===== src/rtl/core/dlp_pkg.sv =====
// Shared types, result codes and character constants of the directory line parser.
// No dependencies; imported by the top level and dlp_scan.
`default_nettype none

package dlp_pkg;

  typedef struct packed {
    logic [7:0] data_byte;
    logic       read_status_bad;
    logic       open_failed;
  } in_beat_t;

  typedef struct packed {
    logic [2:0]  entry_status;
    logic [3:0]  file_type;
    logic [15:0] block_count;
    logic        read_only;
    logic [1:0]  char_kind;
    logic [3:0]  char_index;
    logic [7:0]  char_value;
    logic        last;
  } out_beat_t;

  typedef struct packed {
    logic        start;
    logic [15:0] size;
    logic [7:0]  first;
  } scan_cmd_t;

  localparam logic [2:0] STAT_OK        = 3'd0;
  localparam logic [2:0] STAT_NOT_READY = 3'd1;
  localparam logic [2:0] STAT_AT_START  = 3'd2;
  localparam logic [2:0] STAT_READ_ERR  = 3'd3;
  localparam logic [2:0] STAT_TOO_SHORT = 3'd4;

  localparam logic [3:0] FT_HEADER = 4'd9;
  localparam logic [3:0] FT_FREE   = 4'd10;

  localparam logic [1:0] KIND_SUM  = 2'd0;
  localparam logic [1:0] KIND_NAME = 2'd1;
  localparam logic [1:0] KIND_ID   = 2'd2;

  localparam logic [7:0] CH_QUOTE   = 8'h22;
  localparam logic [7:0] CH_BLANK   = 8'h20;
  localparam logic [7:0] CH_SHBLANK = 8'hA0;
  localparam logic [7:0] CH_LOCK    = 8'h3C;
  localparam logic [7:0] CH_FREE    = 8'h62;

  localparam logic [4:0] NAME_MAX = 5'd16;
  localparam logic [3:0] ID_LAST  = 4'd4;
  localparam int unsigned MIN_LEN = 5;

  localparam logic [23:0] SUFFIX_TAB [9] = '{
    "prg", "seq", "usr", "del", "rel", "cbm", "dir", "vrp", "lnk"
  };

  function automatic logic is_blank(logic [7:0] c);
    return (c == 8'h00) || (c == CH_BLANK) || (c == CH_SHBLANK);
  endfunction

  // {hit, type}; first match in table order wins
  function automatic logic [4:0] suffix_match(logic [7:0] c0, logic [7:0] c1,
                                               logic [7:0] c2);
    logic [4:0] r;
    r = {1'b0, FT_HEADER};
    for (int k = 8; k >= 0; k--) begin
      if ({c0, c1, c2} == SUFFIX_TAB[k]) begin
        r = {1'b1, 4'(k)};
      end
    end
    return r;
  endfunction

endpackage

`default_nettype wire


===== src/rtl/core/directory_listing_line_parser.sv =====
// Top level of the directory listing line parser: entry byte tracking, line store
// writes and the output register. Uses dlp_pkg, dlp_line_mem and dlp_scan.
//
//   port group            dir  beat type    accepted when
//   in_valid_i/in_stall_o in   in_beat_t    in_valid_i & !in_stall_o
//   out_valid_o/out_stall_i out out_beat_t  out_valid_o & !out_stall_i
//
// Entry bytes are taken while the input is not stalled. At the zero byte the scan
// walks the stored line through the memory's single read port, issuing each read
// and then taking its registered data. Input stalls while the scan runs and while
// a result beat waits. Reset leaves the block at the start of an entry; no
// clearing pass.
`default_nettype none

module directory_listing_line_parser
  import dlp_pkg::*;
#(
  parameter int unsigned LINE_BYTES = 32
) (
  input  wire logic      clk_i,
  input  wire logic      rst_ni,
  input  wire logic      in_valid_i,
  output logic           in_stall_o,
  input  wire in_beat_t  in_data_i,
  output logic           out_valid_o,
  input  wire logic      out_stall_i,
  output out_beat_t      out_data_o
);

  localparam int unsigned AW = $clog2(LINE_BYTES);
  localparam int unsigned LW = $clog2(LINE_BYTES + 1);

  logic [1:0]    pos_q;
  logic          in_text_q;
  logic [15:0]   size_q;
  logic [LW-1:0] len_q;
  logic [7:0]    first_q;
  logic          out_valid_q;
  out_beat_t     out_q;

  logic          in_acc, out_free;
  logic          in_item;
  out_beat_t     in_item_beat;
  logic          wr_en;
  logic          rd_en;
  logic [AW-1:0] rd_addr;
  logic [7:0]    rd_data;
  scan_cmd_t     cmd;
  logic          scan_valid, scan_ack, scan_busy;
  out_beat_t     scan_beat;

  assign in_stall_o  = scan_busy || out_valid_q;
  assign in_acc      = in_valid_i && !in_stall_o;
  assign out_free    = !out_valid_q || !out_stall_i;
  assign scan_ack    = scan_valid && out_free;
  assign out_valid_o = out_valid_q;
  assign out_data_o  = out_q;

  assign wr_en = in_acc && in_text_q && (in_data_i.data_byte != 8'h00) &&
                 (len_q < LW'(LINE_BYTES));

  assign cmd.start = in_acc && in_text_q && (in_data_i.data_byte == 8'h00);
  assign cmd.size  = size_q;
  assign cmd.first = first_q;

  always_comb begin
    in_item      = 1'b0;
    in_item_beat = '0;
    in_item_beat.last = 1'b1;
    if (in_acc) begin
      if (!in_text_q) begin
        if (pos_q == 2'd0) begin
          if (in_data_i.open_failed) begin
            in_item = 1'b1;
            in_item_beat.entry_status = STAT_NOT_READY;
          end else if (in_data_i.read_status_bad) begin
            in_item = 1'b1;
            in_item_beat.entry_status = STAT_AT_START;
          end
        end
      end else if (in_data_i.data_byte != 8'h00 && in_data_i.read_status_bad) begin
        in_item = 1'b1;
        in_item_beat.entry_status = STAT_READ_ERR;
      end
    end
  end

  always_ff @(posedge clk_i or negedge rst_ni) begin
    if (!rst_ni) begin
      pos_q     <= 2'd0;
      in_text_q <= 1'b0;
      len_q     <= '0;
      first_q   <= 8'h00;
    end else if (in_acc) begin
      if (!in_text_q) begin
        if (pos_q == 2'd0) begin
          if (!in_data_i.open_failed && !in_data_i.read_status_bad) begin
            len_q   <= '0;
            first_q <= 8'h00;
            pos_q   <= 2'd1;
          end
        end else if (pos_q == 2'd3) begin
          pos_q     <= 2'd0;
          in_text_q <= 1'b1;
        end else begin
          pos_q <= pos_q + 2'd1;
        end
      end else if (in_data_i.data_byte == 8'h00) begin
        in_text_q <= 1'b0;
      end else begin
        if (wr_en) begin
          len_q <= len_q + LW'(1);
          if (len_q == '0) begin
            first_q <= in_data_i.data_byte;
          end
        end
        if (in_data_i.read_status_bad) begin
          in_text_q <= 1'b0;
        end
      end
    end
  end

  always_ff @(posedge clk_i or negedge rst_ni) begin
    if (!rst_ni) begin
      size_q <= 16'h0000;
    end else if (in_acc && !in_text_q) begin
      if (pos_q == 2'd2) begin
        size_q <= {8'h00, in_data_i.data_byte};
      end else if (pos_q == 2'd3) begin
        size_q <= {in_data_i.data_byte, size_q[7:0]};
      end
    end
  end

  always_ff @(posedge clk_i or negedge rst_ni) begin
    if (!rst_ni) begin
      out_valid_q <= 1'b0;
    end else if (in_item || scan_ack) begin
      out_valid_q <= 1'b1;
    end else if (!out_stall_i) begin
      out_valid_q <= 1'b0;
    end
  end

  always_ff @(posedge clk_i) begin
    if (in_item) begin
      out_q <= in_item_beat;
    end else if (scan_ack) begin
      out_q <= scan_beat;
    end
  end

  dlp_line_mem #(
    .DEPTH(LINE_BYTES)
  ) u_mem (
    .clk_i    (clk_i),
    .wr_en_i  (wr_en),
    .wr_addr_i(len_q[AW-1:0]),
    .wr_data_i(in_data_i.data_byte),
    .rd_en_i  (rd_en),
    .rd_addr_i(rd_addr),
    .rd_data_o(rd_data)
  );

  dlp_scan #(
    .LINE_BYTES(LINE_BYTES)
  ) u_scan (
    .clk_i       (clk_i),
    .rst_ni      (rst_ni),
    .cmd_i       (cmd),
    .len_i       (len_q),
    .rd_en_o     (rd_en),
    .rd_addr_o   (rd_addr),
    .rd_data_i   (rd_data),
    .item_valid_o(scan_valid),
    .item_o      (scan_beat),
    .item_ack_i  (scan_ack),
    .busy_o      (scan_busy)
  );

endmodule

`default_nettype wire


===== src/rtl/core/dlp_line_mem.sv =====
// Line text store: one write port, one registered read port.
// Depends on nothing; instantiated by the top level.
`default_nettype none

module dlp_line_mem #(
  parameter int unsigned DEPTH = 32
) (
  input  wire logic                     clk_i,
  input  wire logic                     wr_en_i,
  input  wire logic [$clog2(DEPTH)-1:0] wr_addr_i,
  input  wire logic [7:0]               wr_data_i,
  input  wire logic                     rd_en_i,
  input  wire logic [$clog2(DEPTH)-1:0] rd_addr_i,
  output logic      [7:0]               rd_data_o
);

  logic [7:0] mem_q [DEPTH];

  always_ff @(posedge clk_i) begin
    if (wr_en_i) begin
      mem_q[wr_addr_i] <= wr_data_i;
    end
  end

  always_ff @(posedge clk_i) begin
    if (rd_en_i) begin
      rd_data_o <= mem_q[rd_addr_i];
    end
  end

endmodule

`default_nettype wire


===== src/rtl/core/dlp_scan.sv =====
// End-of-line sequencer: trims, finds lock mark, suffix, name and disk ID, emits results.
// Reads the line store through dlp_line_mem; types and constants from dlp_pkg.
`default_nettype none

module dlp_scan
  import dlp_pkg::*;
#(
  parameter int unsigned LINE_BYTES = 32
) (
  input  wire logic                              clk_i,
  input  wire logic                              rst_ni,
  input  wire scan_cmd_t                         cmd_i,
  input  wire logic [$clog2(LINE_BYTES+1)-1:0]   len_i,
  output logic                                   rd_en_o,
  output logic      [$clog2(LINE_BYTES)-1:0]     rd_addr_o,
  input  wire logic [7:0]                        rd_data_i,
  output logic                                   item_valid_o,
  output out_beat_t                              item_o,
  input  wire logic                              item_ack_i,
  output logic                                   busy_o
);

  localparam int unsigned AW = $clog2(LINE_BYTES);
  localparam int unsigned LW = $clog2(LINE_BYTES + 1);
  localparam int unsigned PW = LW + 1;

  typedef enum logic [8:0] {
    S_IDLE  = 9'b000000001,
    S_CLASS = 9'b000000010,
    S_TRIM  = 9'b000000100,
    S_SUFX  = 9'b000001000,
    S_QUOTE = 9'b000010000,
    S_NAME  = 9'b000100000,
    S_SKIP  = 9'b001000000,
    S_SUM   = 9'b010000000,
    S_CHAR  = 9'b100000000
  } scan_state_e;

  scan_state_e state_q, state_d;
  logic [LW-1:0] len_q, len_d;
  logic [15:0]   size_q, size_d;
  logic [7:0]    first_q, first_d;
  logic [PW-1:0] ptr_q, ptr_d;
  logic          wait_q, wait_d;
  logic          rng_q, rng_d;
  logic [1:0]    sub_q, sub_d;
  logic [7:0]    sfx0_q, sfx0_d, sfx1_q, sfx1_d;
  logic          ro_q, ro_d;
  logic [3:0]    ty_q, ty_d;
  logic          hdr_q, hdr_d;
  logic [PW-1:0] nstart_q, nstart_d;
  logic [4:0]    nl_q, nl_d, nlt_q, nlt_d;
  logic [PW-1:0] idst_q, idst_d;
  logic [1:0]    kind_q, kind_d;
  logic [3:0]    cidx_q, cidx_d;

  logic [7:0]    rdat;
  logic [PW-1:0] len_w;
  logic          trim_done, name_done;
  logic [7:0]    lastc;
  logic [PW-1:0] mlen;
  logic [4:0]    match;
  logic          name_end;

  assign rdat     = rng_q ? rd_data_i : 8'h00;
  assign len_w    = PW'(len_q);
  assign name_end = ({1'b0, cidx_q} + 5'd1) == nl_q;
  assign busy_o   = (state_q != S_IDLE);

  always_comb begin
    state_d  = state_q;
    len_d    = len_q;
    size_d   = size_q;
    first_d  = first_q;
    ptr_d    = ptr_q;
    wait_d   = wait_q;
    rng_d    = rng_q;
    sub_d    = sub_q;
    sfx0_d   = sfx0_q;
    sfx1_d   = sfx1_q;
    ro_d     = ro_q;
    ty_d     = ty_q;
    hdr_d    = hdr_q;
    nstart_d = nstart_q;
    nl_d     = nl_q;
    nlt_d    = nlt_q;
    idst_d   = idst_q;
    kind_d   = kind_q;
    cidx_d   = cidx_q;
    rd_en_o   = 1'b0;
    rd_addr_o = ptr_q[AW-1:0];
    item_valid_o = 1'b0;
    item_o       = '0;
    trim_done = 1'b0;
    name_done = 1'b0;
    lastc     = 8'h00;
    mlen      = '0;
    match     = suffix_match(sfx0_q, sfx1_q, rdat);

    if (!wait_q && state_q != S_IDLE && state_q != S_CLASS && state_q != S_SUM) begin
      rng_d = ptr_q < len_w;
    end

    unique case (state_q)
      S_IDLE: begin
        if (cmd_i.start) begin
          len_d   = len_i;
          size_d  = cmd_i.size;
          first_d = cmd_i.first;
          wait_d  = 1'b0;
          hdr_d   = 1'b0;
          ro_d    = 1'b0;
          state_d = S_CLASS;
        end
      end
      S_CLASS: begin
        if (first_q == CH_FREE) begin
          item_valid_o       = 1'b1;
          item_o.entry_status = STAT_OK;
          item_o.file_type   = FT_FREE;
          item_o.block_count = size_q;
          item_o.last        = 1'b1;
          if (item_ack_i) begin
            state_d = S_IDLE;
          end
        end else if (len_q < LW'(MIN_LEN)) begin
          item_valid_o        = 1'b1;
          item_o.entry_status = STAT_TOO_SHORT;
          item_o.last         = 1'b1;
          if (item_ack_i) begin
            state_d = S_IDLE;
          end
        end else begin
          ptr_d   = len_w - PW'(1);
          state_d = S_TRIM;
        end
      end
      S_TRIM: begin
        if (!wait_q) begin
          if (len_q == '0) begin
            trim_done = 1'b1;
          end else begin
            rd_en_o = 1'b1;
            wait_d  = 1'b1;
          end
        end else begin
          wait_d = 1'b0;
          if (is_blank(rdat)) begin
            len_d = len_q - LW'(1);
            ptr_d = ptr_q - PW'(1);
          end else begin
            trim_done = 1'b1;
            lastc     = rdat;
          end
        end
        if (trim_done) begin
          ro_d = (lastc == CH_LOCK);
          mlen = len_w - PW'(lastc == CH_LOCK);
          if (mlen >= PW'(3)) begin
            ptr_d   = mlen - PW'(3);
            sub_d   = 2'd0;
            state_d = S_SUFX;
          end else begin
            hdr_d   = 1'b1;
            ty_d    = FT_HEADER;
            ro_d    = 1'b0;
            ptr_d   = '0;
            state_d = S_QUOTE;
          end
        end
      end
      S_SUFX: begin
        if (!wait_q) begin
          rd_en_o = 1'b1;
          wait_d  = 1'b1;
        end else begin
          wait_d = 1'b0;
          ptr_d  = ptr_q + PW'(1);
          if (sub_q == 2'd0) begin
            sfx0_d = rdat;
            sub_d  = 2'd1;
          end else if (sub_q == 2'd1) begin
            sfx1_d = rdat;
            sub_d  = 2'd2;
          end else begin
            ty_d  = match[3:0];
            hdr_d = !match[4];
            if (!match[4]) begin
              ro_d = 1'b0;
            end
            ptr_d   = '0;
            state_d = S_QUOTE;
          end
        end
      end
      S_QUOTE: begin
        if (!wait_q) begin
          if (ptr_q >= len_w) begin
            ptr_d    = PW'(LINE_BYTES);
            nstart_d = PW'(LINE_BYTES);
            nl_d     = '0;
            nlt_d    = '0;
            state_d  = S_NAME;
          end else begin
            rd_en_o = 1'b1;
            wait_d  = 1'b1;
          end
        end else begin
          wait_d = 1'b0;
          ptr_d  = ptr_q + PW'(1);
          if (rdat == CH_QUOTE) begin
            nstart_d = ptr_q + PW'(1);
            nl_d     = '0;
            nlt_d    = '0;
            state_d  = S_NAME;
          end
        end
      end
      S_NAME: begin
        if (!wait_q) begin
          if (ptr_q >= len_w || nl_q == NAME_MAX) begin
            name_done = 1'b1;
          end else begin
            rd_en_o = 1'b1;
            wait_d  = 1'b1;
          end
        end else begin
          wait_d = 1'b0;
          if (rdat == CH_QUOTE) begin
            name_done = 1'b1;
          end else begin
            nl_d  = nl_q + 5'd1;
            ptr_d = ptr_q + PW'(1);
            if (!is_blank(rdat)) begin
              nlt_d = nl_q + 5'd1;
            end
          end
        end
        if (name_done) begin
          if (hdr_q) begin
            if (nl_q != '0) begin
              nl_d = (nlt_q == '0) ? 5'd1 : nlt_q;
            end
            sub_d   = 2'd0;
            state_d = S_SKIP;
          end else begin
            state_d = S_SUM;
          end
        end
      end
      S_SKIP: begin
        if (!wait_q) begin
          rd_en_o = 1'b1;
          wait_d  = 1'b1;
        end else begin
          wait_d = 1'b0;
          if (sub_q == 2'd0) begin
            ptr_d = ptr_q + PW'(rdat == CH_QUOTE);
            sub_d = 2'd1;
          end else begin
            ptr_d   = ptr_q + PW'(rdat == CH_BLANK);
            idst_d  = ptr_q + PW'(rdat == CH_BLANK);
            state_d = S_SUM;
          end
        end
      end
      S_SUM: begin
        item_valid_o        = 1'b1;
        item_o.entry_status = STAT_OK;
        item_o.file_type    = ty_q;
        item_o.block_count  = size_q;
        item_o.read_only    = ro_q;
        item_o.char_kind    = KIND_SUM;
        item_o.last         = !hdr_q && (nl_q == '0);
        if (item_ack_i) begin
          wait_d = 1'b0;
          cidx_d = '0;
          if (nl_q != '0) begin
            kind_d  = KIND_NAME;
            ptr_d   = nstart_q;
            state_d = S_CHAR;
          end else if (hdr_q) begin
            kind_d  = KIND_ID;
            ptr_d   = idst_q;
            state_d = S_CHAR;
          end else begin
            state_d = S_IDLE;
          end
        end
      end
      S_CHAR: begin
        if (!wait_q) begin
          rd_en_o = 1'b1;
          wait_d  = 1'b1;
        end else begin
          item_valid_o        = 1'b1;
          item_o.entry_status = STAT_OK;
          item_o.file_type    = ty_q;
          item_o.block_count  = size_q;
          item_o.read_only    = ro_q;
          item_o.char_kind    = kind_q;
          item_o.char_index   = cidx_q;
          item_o.char_value   = rdat;
          item_o.last         = (kind_q == KIND_NAME) ? (!hdr_q && name_end)
                                                      : (cidx_q == ID_LAST);
          if (item_ack_i) begin
            wait_d = 1'b0;
            if (kind_q == KIND_NAME && name_end) begin
              if (hdr_q) begin
                kind_d = KIND_ID;
                ptr_d  = idst_q;
                cidx_d = '0;
              end else begin
                state_d = S_IDLE;
              end
            end else if (kind_q == KIND_ID && cidx_q == ID_LAST) begin
              state_d = S_IDLE;
            end else begin
              cidx_d = cidx_q + 4'd1;
              ptr_d  = ptr_q + PW'(1);
            end
          end
        end
      end
      default: begin
        state_d = S_IDLE;
      end
    endcase
  end

  always_ff @(posedge clk_i or negedge rst_ni) begin
    if (!rst_ni) begin
      state_q <= S_IDLE;
      wait_q  <= 1'b0;
    end else begin
      state_q <= state_d;
      wait_q  <= wait_d;
    end
  end

  always_ff @(posedge clk_i) begin
    len_q    <= len_d;
    size_q   <= size_d;
    first_q  <= first_d;
    ptr_q    <= ptr_d;
    rng_q    <= rng_d;
    sub_q    <= sub_d;
    sfx0_q   <= sfx0_d;
    sfx1_q   <= sfx1_d;
    ro_q     <= ro_d;
    ty_q     <= ty_d;
    hdr_q    <= hdr_d;
    nstart_q <= nstart_d;
    nl_q     <= nl_d;
    nlt_q    <= nlt_d;
    idst_q   <= idst_d;
    kind_q   <= kind_d;
    cidx_q   <= cidx_d;
  end

endmodule

`default_nettype wire

===== config.mk =====
export PLATFORM = sky130hd
export DESIGN_NAME = directory_listing_line_parser
export DESIGN_NICKNAME = d
export VERILOG_FILES = /design/src/rtl/core/dlp_pkg.sv /design/src/rtl/core/directory_listing_line_parser.sv /design/src/rtl/core/dlp_line_mem.sv /design/src/rtl/core/dlp_scan.sv
export SDC_FILE = /design/constraint.sdc
export NUM_CORES = 1
export LEC_CHECK = 0
export ABC_AREA = 1
export BUFFER_PORTS_ARGS = -buffer_cell sky130_fd_sc_hd__buf_2
export CAP_MARGIN = 20
export CORE_MARGIN = 5
export CORE_UTILIZATION = 40
export DETAILED_ROUTE_END_ITERATION = 16
export SYNTH_ARGS = -nofsm -noshare
export SYNTH_HDL_FRONTEND = slang
export SYNTH_HIERARCHICAL = 1
export SYNTH_SLANG_ARGS = --single-unit
export TNS_END_PERCENT = 10

===== constraint.sdc =====
create_clock -name clk_i -period 3.3 [get_ports clk_i]
set_input_delay 0.495 -clock clk_i [delete_from_list [all_inputs] [get_ports clk_i]]
set_output_delay 0.495 -clock clk_i [all_outputs]
set_load 0.02 [all_outputs]

---- After elaboration in Yosys (flattened, before gate mapping) ----
Memories as Yosys holds them, arrays and structs flattened. A register that Yosys moved wholly into a read port is not among the register bits.
Cells that the tools add are included.
cells by class
  add/sub/neg operators ................... 13
  $mul .................................... 0
  div/mod/pow operators ................... 0
  magnitude comparators ................... 5
  equality and inequality tests ........... 73
  shift-type cells ........................ 0
  mux-type cells .......................... 197
  bitwise logic cells ..................... 2
  reductions and logical operators ........ 78
operators with widths
  cell                  number
  $eq 24x23->1 const B  9
  $mux 9                22
  $mux 7                24
  $mux 5                22
  $mux 8                11
  $pmux 9 s9            1
  $mux 39               2
  $pmux 23 s3           1
  $pmux 7 s8            1
  $mux 1                49
  $mux 6                8
  $mux 2                22
  $mux 4                11
  $mux 36               1
  $mux 16               2
  $ne 2x1->1 const B    16
  $ne 2x2->1 const B    14
  $eq 8x6->1 const B    3
  $reduce_and 6->1      4
  $mux 20               1
  $pmux 5 s2            2
  $reduce_and 3->1      6
  $reduce_bool 2->1     9
  $logic_and 1x1->1     16
  other kinds (70)      111
storage, ports and cells
  register bits after elaboration ......... 175
  latch bits .............................. 0
  memory bits (writable) .................. 256
  ROM bits ................................ 0
  memories ................................ 1
memory list
  name         depth  width  rd ports  clocked after Yosys merged registers in  wr ports  line                RTL
  u_mem.mem_q  32     8      1         1                                        1         dlp_line_mem.sv:17  logic [7:0] mem_q [DEPTH];

---- Logic depth before layout (Yosys ltp) ----
  depth after elaboration ................. 16
  depth in mapped cells ................... 22
  gate-level depth less buffers ........... 21

---- Cells and area by module ----
The synthesis kept the hierarchy.
by module, submodules not included
  module                         times used  cells an instance  area an instance (µm²)  sequential area each (µm²)
  dlp_line_mem                   1           922                10866.7                 7927.6
  dlp_scan                       1           952                7339.5                  3014.1
  directory_listing_line_parser  1           367                3176.8                  1661.6

---- Least setup slack after synthesis ----
No wires, ideal clock.
  kind .................................... reg-to-reg
  from .................................... reg u_scan.state_q[8]
  to ...................................... reg u_scan.ptr_q[0] (enable)
  library setup time ...................... 390 ps
  arrival time ............................ 2796 ps
  path slack .............................. 114 ps
  stages on the path, launching flop included .. 14
  buffers on the path ..................... 2
  period minus slack after synthesis ...... 3186 ps
  cell sequence ........................... dfrtp_1 > buf_6 > inv_2 > nand2_1 > nor3_4 > nor2_2 > nand2_1 > nand2_1 > inv_1 > clkbuf_1 > inv_1 > nand2_1 > nand3_2 > nor4_1
on the way
  cells in the longest elaborated chain, start to end .. 5
RTL lines
  what                                      line                                 RTL
  start: declaration                        dlp_scan.sv:39                       scan_state_e state_q, state_d;
  start signal: assignment                  dlp_scan.sv:336                      state_q <= state_d;
  $eq 9x9->1, or another cell as far along  dlp_scan.sv:104                      unique case (state_q)
  $pmux 1 s3 *                              dlp_scan.sv:104
  via scan_valid                            directory_listing_line_parser.sv:49  logic scan_valid, scan_ack, scan_busy;
  $logic_and 1x1->1 *                       directory_listing_line_parser.sv:55  assign scan_ack = scan_valid && out_free;
  via scan_ack                              directory_listing_line_parser.sv:49
  $ne 2x2->1 (no source line)               -
  $reduce_and 14->1 (no source line) *      -
  end signal: assignment                    dlp_scan.sv:345                      ptr_q <= ptr_d;
  end: declaration                          dlp_scan.sv:43                       logic [PW-1:0] ptr_q, ptr_d;
Mark *: on every way through the listed nets, which the timed path passes. The rest lies on a longest branch.
A chain may end at the register's enable or synchronous reset.

---- Final worst setup path ----
  from .................................... reg u_scan.rng_q
  to ...................................... reg u_scan.sub_q[0] (enable)
on the way
  cells in the longest elaborated chain, start to end .. 12
RTL lines
  what                                           line             RTL
  start: declaration                             dlp_scan.sv:45   logic rng_q, rng_d;
  start signal: assignment                       dlp_scan.sv:346  rng_q <= rng_d;
  $mux 8 *                                       dlp_scan.sv:65   assign rdat = rng_q ? rd_data_i : 8'h00;
  $eq 8x6->1 or $logic_not 8->1 (tied branches)  dlp_pkg.sv:58    return (c == 8'h00) || (c == CH_BLANK) || (c == CH_SHBLANK);
  $logic_or 1x1->1 (2 in series)                 dlp_pkg.sv:58
  $mux 8                                         dlp_scan.sv:148  if (is_blank(rdat)) begin
  $mux 8                                         dlp_scan.sv:139  if (!wait_q) begin
  $mux 8                                         dlp_scan.sv:104
  $eq 8x6->1                                     dlp_scan.sv:158  mlen = len_w - PW'(lastc == CH_LOCK);
  $sub 6x1->7                                    dlp_scan.sv:158
  $ge 7x2->1                                     dlp_scan.sv:159  if (mlen >= PW'(3)) begin
  $ne 2x1->1 (no source line)                    -
  $reduce_and 9->1 (no source line) *            -
  end signal: assignment                         dlp_scan.sv:347  sub_q <= sub_d;
  end: declaration                               dlp_scan.sv:46   logic [1:0] sub_q, sub_d;
Every way passes the cells marked *; elsewhere a longest branch is shown, timed or not. The select of a mux whose other input is x is not followed.

==> flow_summary.ini <==
[power_and_ir_drop]
sw_frac_of_total = 0.3346
leakagePower_nw = 9.672
power_frac_seq = 0.428
p_int_mw = 10.44
combPwrFrac = 0.257
finalPower_mw = 15.69
power_switching_mw = 5.251
pwr-share-clk = 0.315
power_density_mw_per_mm2 = 653.1
peakVddDrop_v = 0.0003919

[global_routing]
busiest_layer = met2
grt.met3_usage = 0.02709
grt_max_degree = 80
gr-usage-met2 = 0.3189
grt_pass1_wl_um = 88290
grt_remaining_overflow = 0
antenna_found_initial = 0
gr-usage-all-layers = 0.1935
first_global_vias = 15370
use_met1 = 0.2697

[synthesis]
synth-seq-area-share = 0.5894
synth-async-reset-ratio = 0.1002
yosys.cell_types.count = 58
synth-seq-cells = 439
synth_warnings = 6
synth_edf_count = 359
synth_ff_type = edfxtp_1
syn_avg_cell_area_um2 = 9.542
synth_cells = 2241
syn_area_mm2 = 0.02138

[worst_setup_path]
crit_chain = nand2_2, nor2_4, nand2_1, o21ai_2, nand2_2, nand2_2, nor3_2, ha_1, xor2_1, ha_1, inv_1, nor2_1, nand2_1, nand3_2, inv_1, a211oi_2
path_delay_family = simple AND/OR/NAND/NOR gates
cp.buffers_inverters = 2
end_kind = flop
cp-start-kind = flop
cp_slowest_stage_delay_ps = 540
crit_type = flop to flop
cpMostUsedCell = nand2_2
arrival_ps = 3370
crit_required_ps = 3570
cp_slowest_cell = edfxtp_1
crit_fanout = 8

[floorplan]
row_count = 84
pin_count = 55
initial_utilization = 0.4053
die_h_um = 241.2
die_area_mm2 = 0.05818
coreArea_mm2 = 0.05276
die_x_um = 241.2

[timing]
fin_skew_ps = 26.93
setup_viol = 0
relSlewSlack = 0.3548
holdWs_ps = 58.38
finalHoldViolCount = 0
finalMaxSlewViolations = 0
max_freq_mhz = 322.3
min_period_ps = 3103
period_share = 0.9402
max_slew.worst_pin.slew_ps = 960.4

[layout]
final_cell_mix = nand2_1, edfxtp_1, nand3_1
final_core_util = 0.4554
fillers = 5006
drive_above_1_share = 0.1387
diodes = 0
layout_commonest_cell = nand2_1
multi_input_area_mm2 = 0.007487
finalNetCount = 2380
final-seq-area_mm2 = 0.01260
final_cells = 3060
area_delta_synth_final_pct = 12.36

[detailed_routing]
drt_iter0_markers = 1553
routed_wl_um = 57070
wl_per_cell_um = 18.65
ant_nets = 0
vias = 15960
firstDrtPassIters = 6
vias_per_cell = 5.215
drc_errors = 0

[clock_network]
clockBufferDepth = 3
cts_buffers = 45
worst_skew_pair.late_latency_ps = 600
h-tree-depth = 2
clock-sinks = 439
cts_tree = yes
clkTransAtPathRegs_ps = 60
ctsHoldBuffers = 0
cts-root-buf = clkbuf_16

[flow_run]
drv_cap = 0

[outcome]
outcome = finished clean

[hold_path]
hold_class = primary input to async pin

[placed_design]
placedCellCount = 2981
gp_congestion = 0.9472
io_buffers = 54
dp_hpwl_um = 38840
path summary, 6_finish.rpt:
path	from	slack, ps	to	depth (start not counted)
min in group clk_i	out_stall_i	250	out_valid_o	3
hold reg to reg	first_q[2]	440	u_scan/first_q[2]	0
hold / removal	rst_ni	60	u_scan/state_q[5]	1
setup / recovery	u_scan/rng_q	200	u_scan/sub_q[0]	16
setup reg to reg	u_scan/rng_q	200	u_scan/sub_q[0]	16
max in group asynchronous	rst_ni	2510	first_q[2]	2
layer usage:
metal,vias up,routed length (µm)
met2,522,27110
met5,-,0
met4,0,1545
met3,102,3418
li1,7738,-
met1,7597,24990
sequential cells by signal, summed over array words and instances (netlist names), 7 cells and up:
name / flops
first_q: 8
out_data_o: 39
size_q: 16
u_mem/mem_q: 256
u_mem/rd_data_o: 8
u_scan/first_q: 8
u_scan/idst_q: 7
u_scan/nstart_q: 7
u_scan/ptr_q: 7
u_scan/sfx0_q: 8
u_scan/sfx1_q: 8
u_scan/size_q: 16
u_scan/state_q: 9
power groups by stage:
stage	clock network [mW]	logic, mW	registers [mW]
5_1_grt	5.28	4.47	6.76
6_report	4.94	4.03	6.72
2_1_floorplan	0	2.87	6.73
3_5_place_dp	0	3.97	6.83
3_3_place_gp	0	3.94	6.82
4_1_cts	5.05	3.99	6.72
cell usage after synthesis (9+ instances only):
cell type,instances,area share
dfrtp_1,43,0.050
xor2_1,21,0.0086
nor2_4,9,0.0047
o21ai_1,10,0.0023
nand3_1,322,0.075
nand3b_1,11,0.0039
nor3_1,18,0.0042
inv_2,16,0.0028
nor2_2,10,0.0029
buf_6,30,0.016
buf_2,19,0.0044
inv_1,154,0.027
o21ai_2,11,0.0045
nand2_1,698,0.12
dfxtp_1,36,0.034
o21ai_0,50,0.012
nand2_2,14,0.0041
nand4_1,28,0.0082
clkbuf_1,23,0.0040
edfxtp_1,359,0.50
ha_1,25,0.015
nor2_1,179,0.031
a21oi_2,20,0.0082
nor3b_1,9,0.0032
buf_4,13,0.0046
a21oi_1,32,0.0075
cell type report:
cell class	count	area share
clock buffer	60	0.05177
clock inverter	18	0.007447
inverter	175	0.02781
multi-input combinational	1537	0.3116
sequential	439	0.5246
tap	688	0.03583
timing repair buffer	143	0.04093
stage by stage:
stage          setup TNS (ps)  instance area, µm²  setup WS [ps]
2_1_floorplan               0               21390          113.8
3_3_place_gp                0               22560          89.59
3_5_place_dp                0               22560          20.56
4_1_cts                     0               23980          1.463
5_1_grt                -5.989               24030         -5.989
6_report                    0               24030          197.3
kinds of logic (layout without fill, tap and decap cells):
group	after synthesis	after routing	share of synthesized area
compound gates	140	140	0.04026
xor+xnor	27	27	0.01141
fa+ha+maj	25	25	0.01463
buf+inv	266	396	0.06220
flops	439	439	0.5894
other cells	1	2	0.0001754
simple gates	1343	1343	0.2819
repair_timing:
| item | CTS | global route |
|---|---|---|
| gates resized for setup | 0 | 8 |
| setup endpoints to repair | 0 | 11 |
| setup buffers | 0 | 0 |
worst reg2reg max path: stages, from the launching register on:
cell and delay, ps:
edfxtp_1 540, nand2_2 180, nor2_4 60, nand2_1 110, o21ai_2 70, nand2_2 100
nand2_2 70, nor3_2 170, ha_1 230, xor2_1 200, ha_1 220, inv_1 50
nor2_1 180, nand2_1 90, nand3_2 130, inv_1 90, a211oi_2 290
Power figures use the tool's default switching activity.
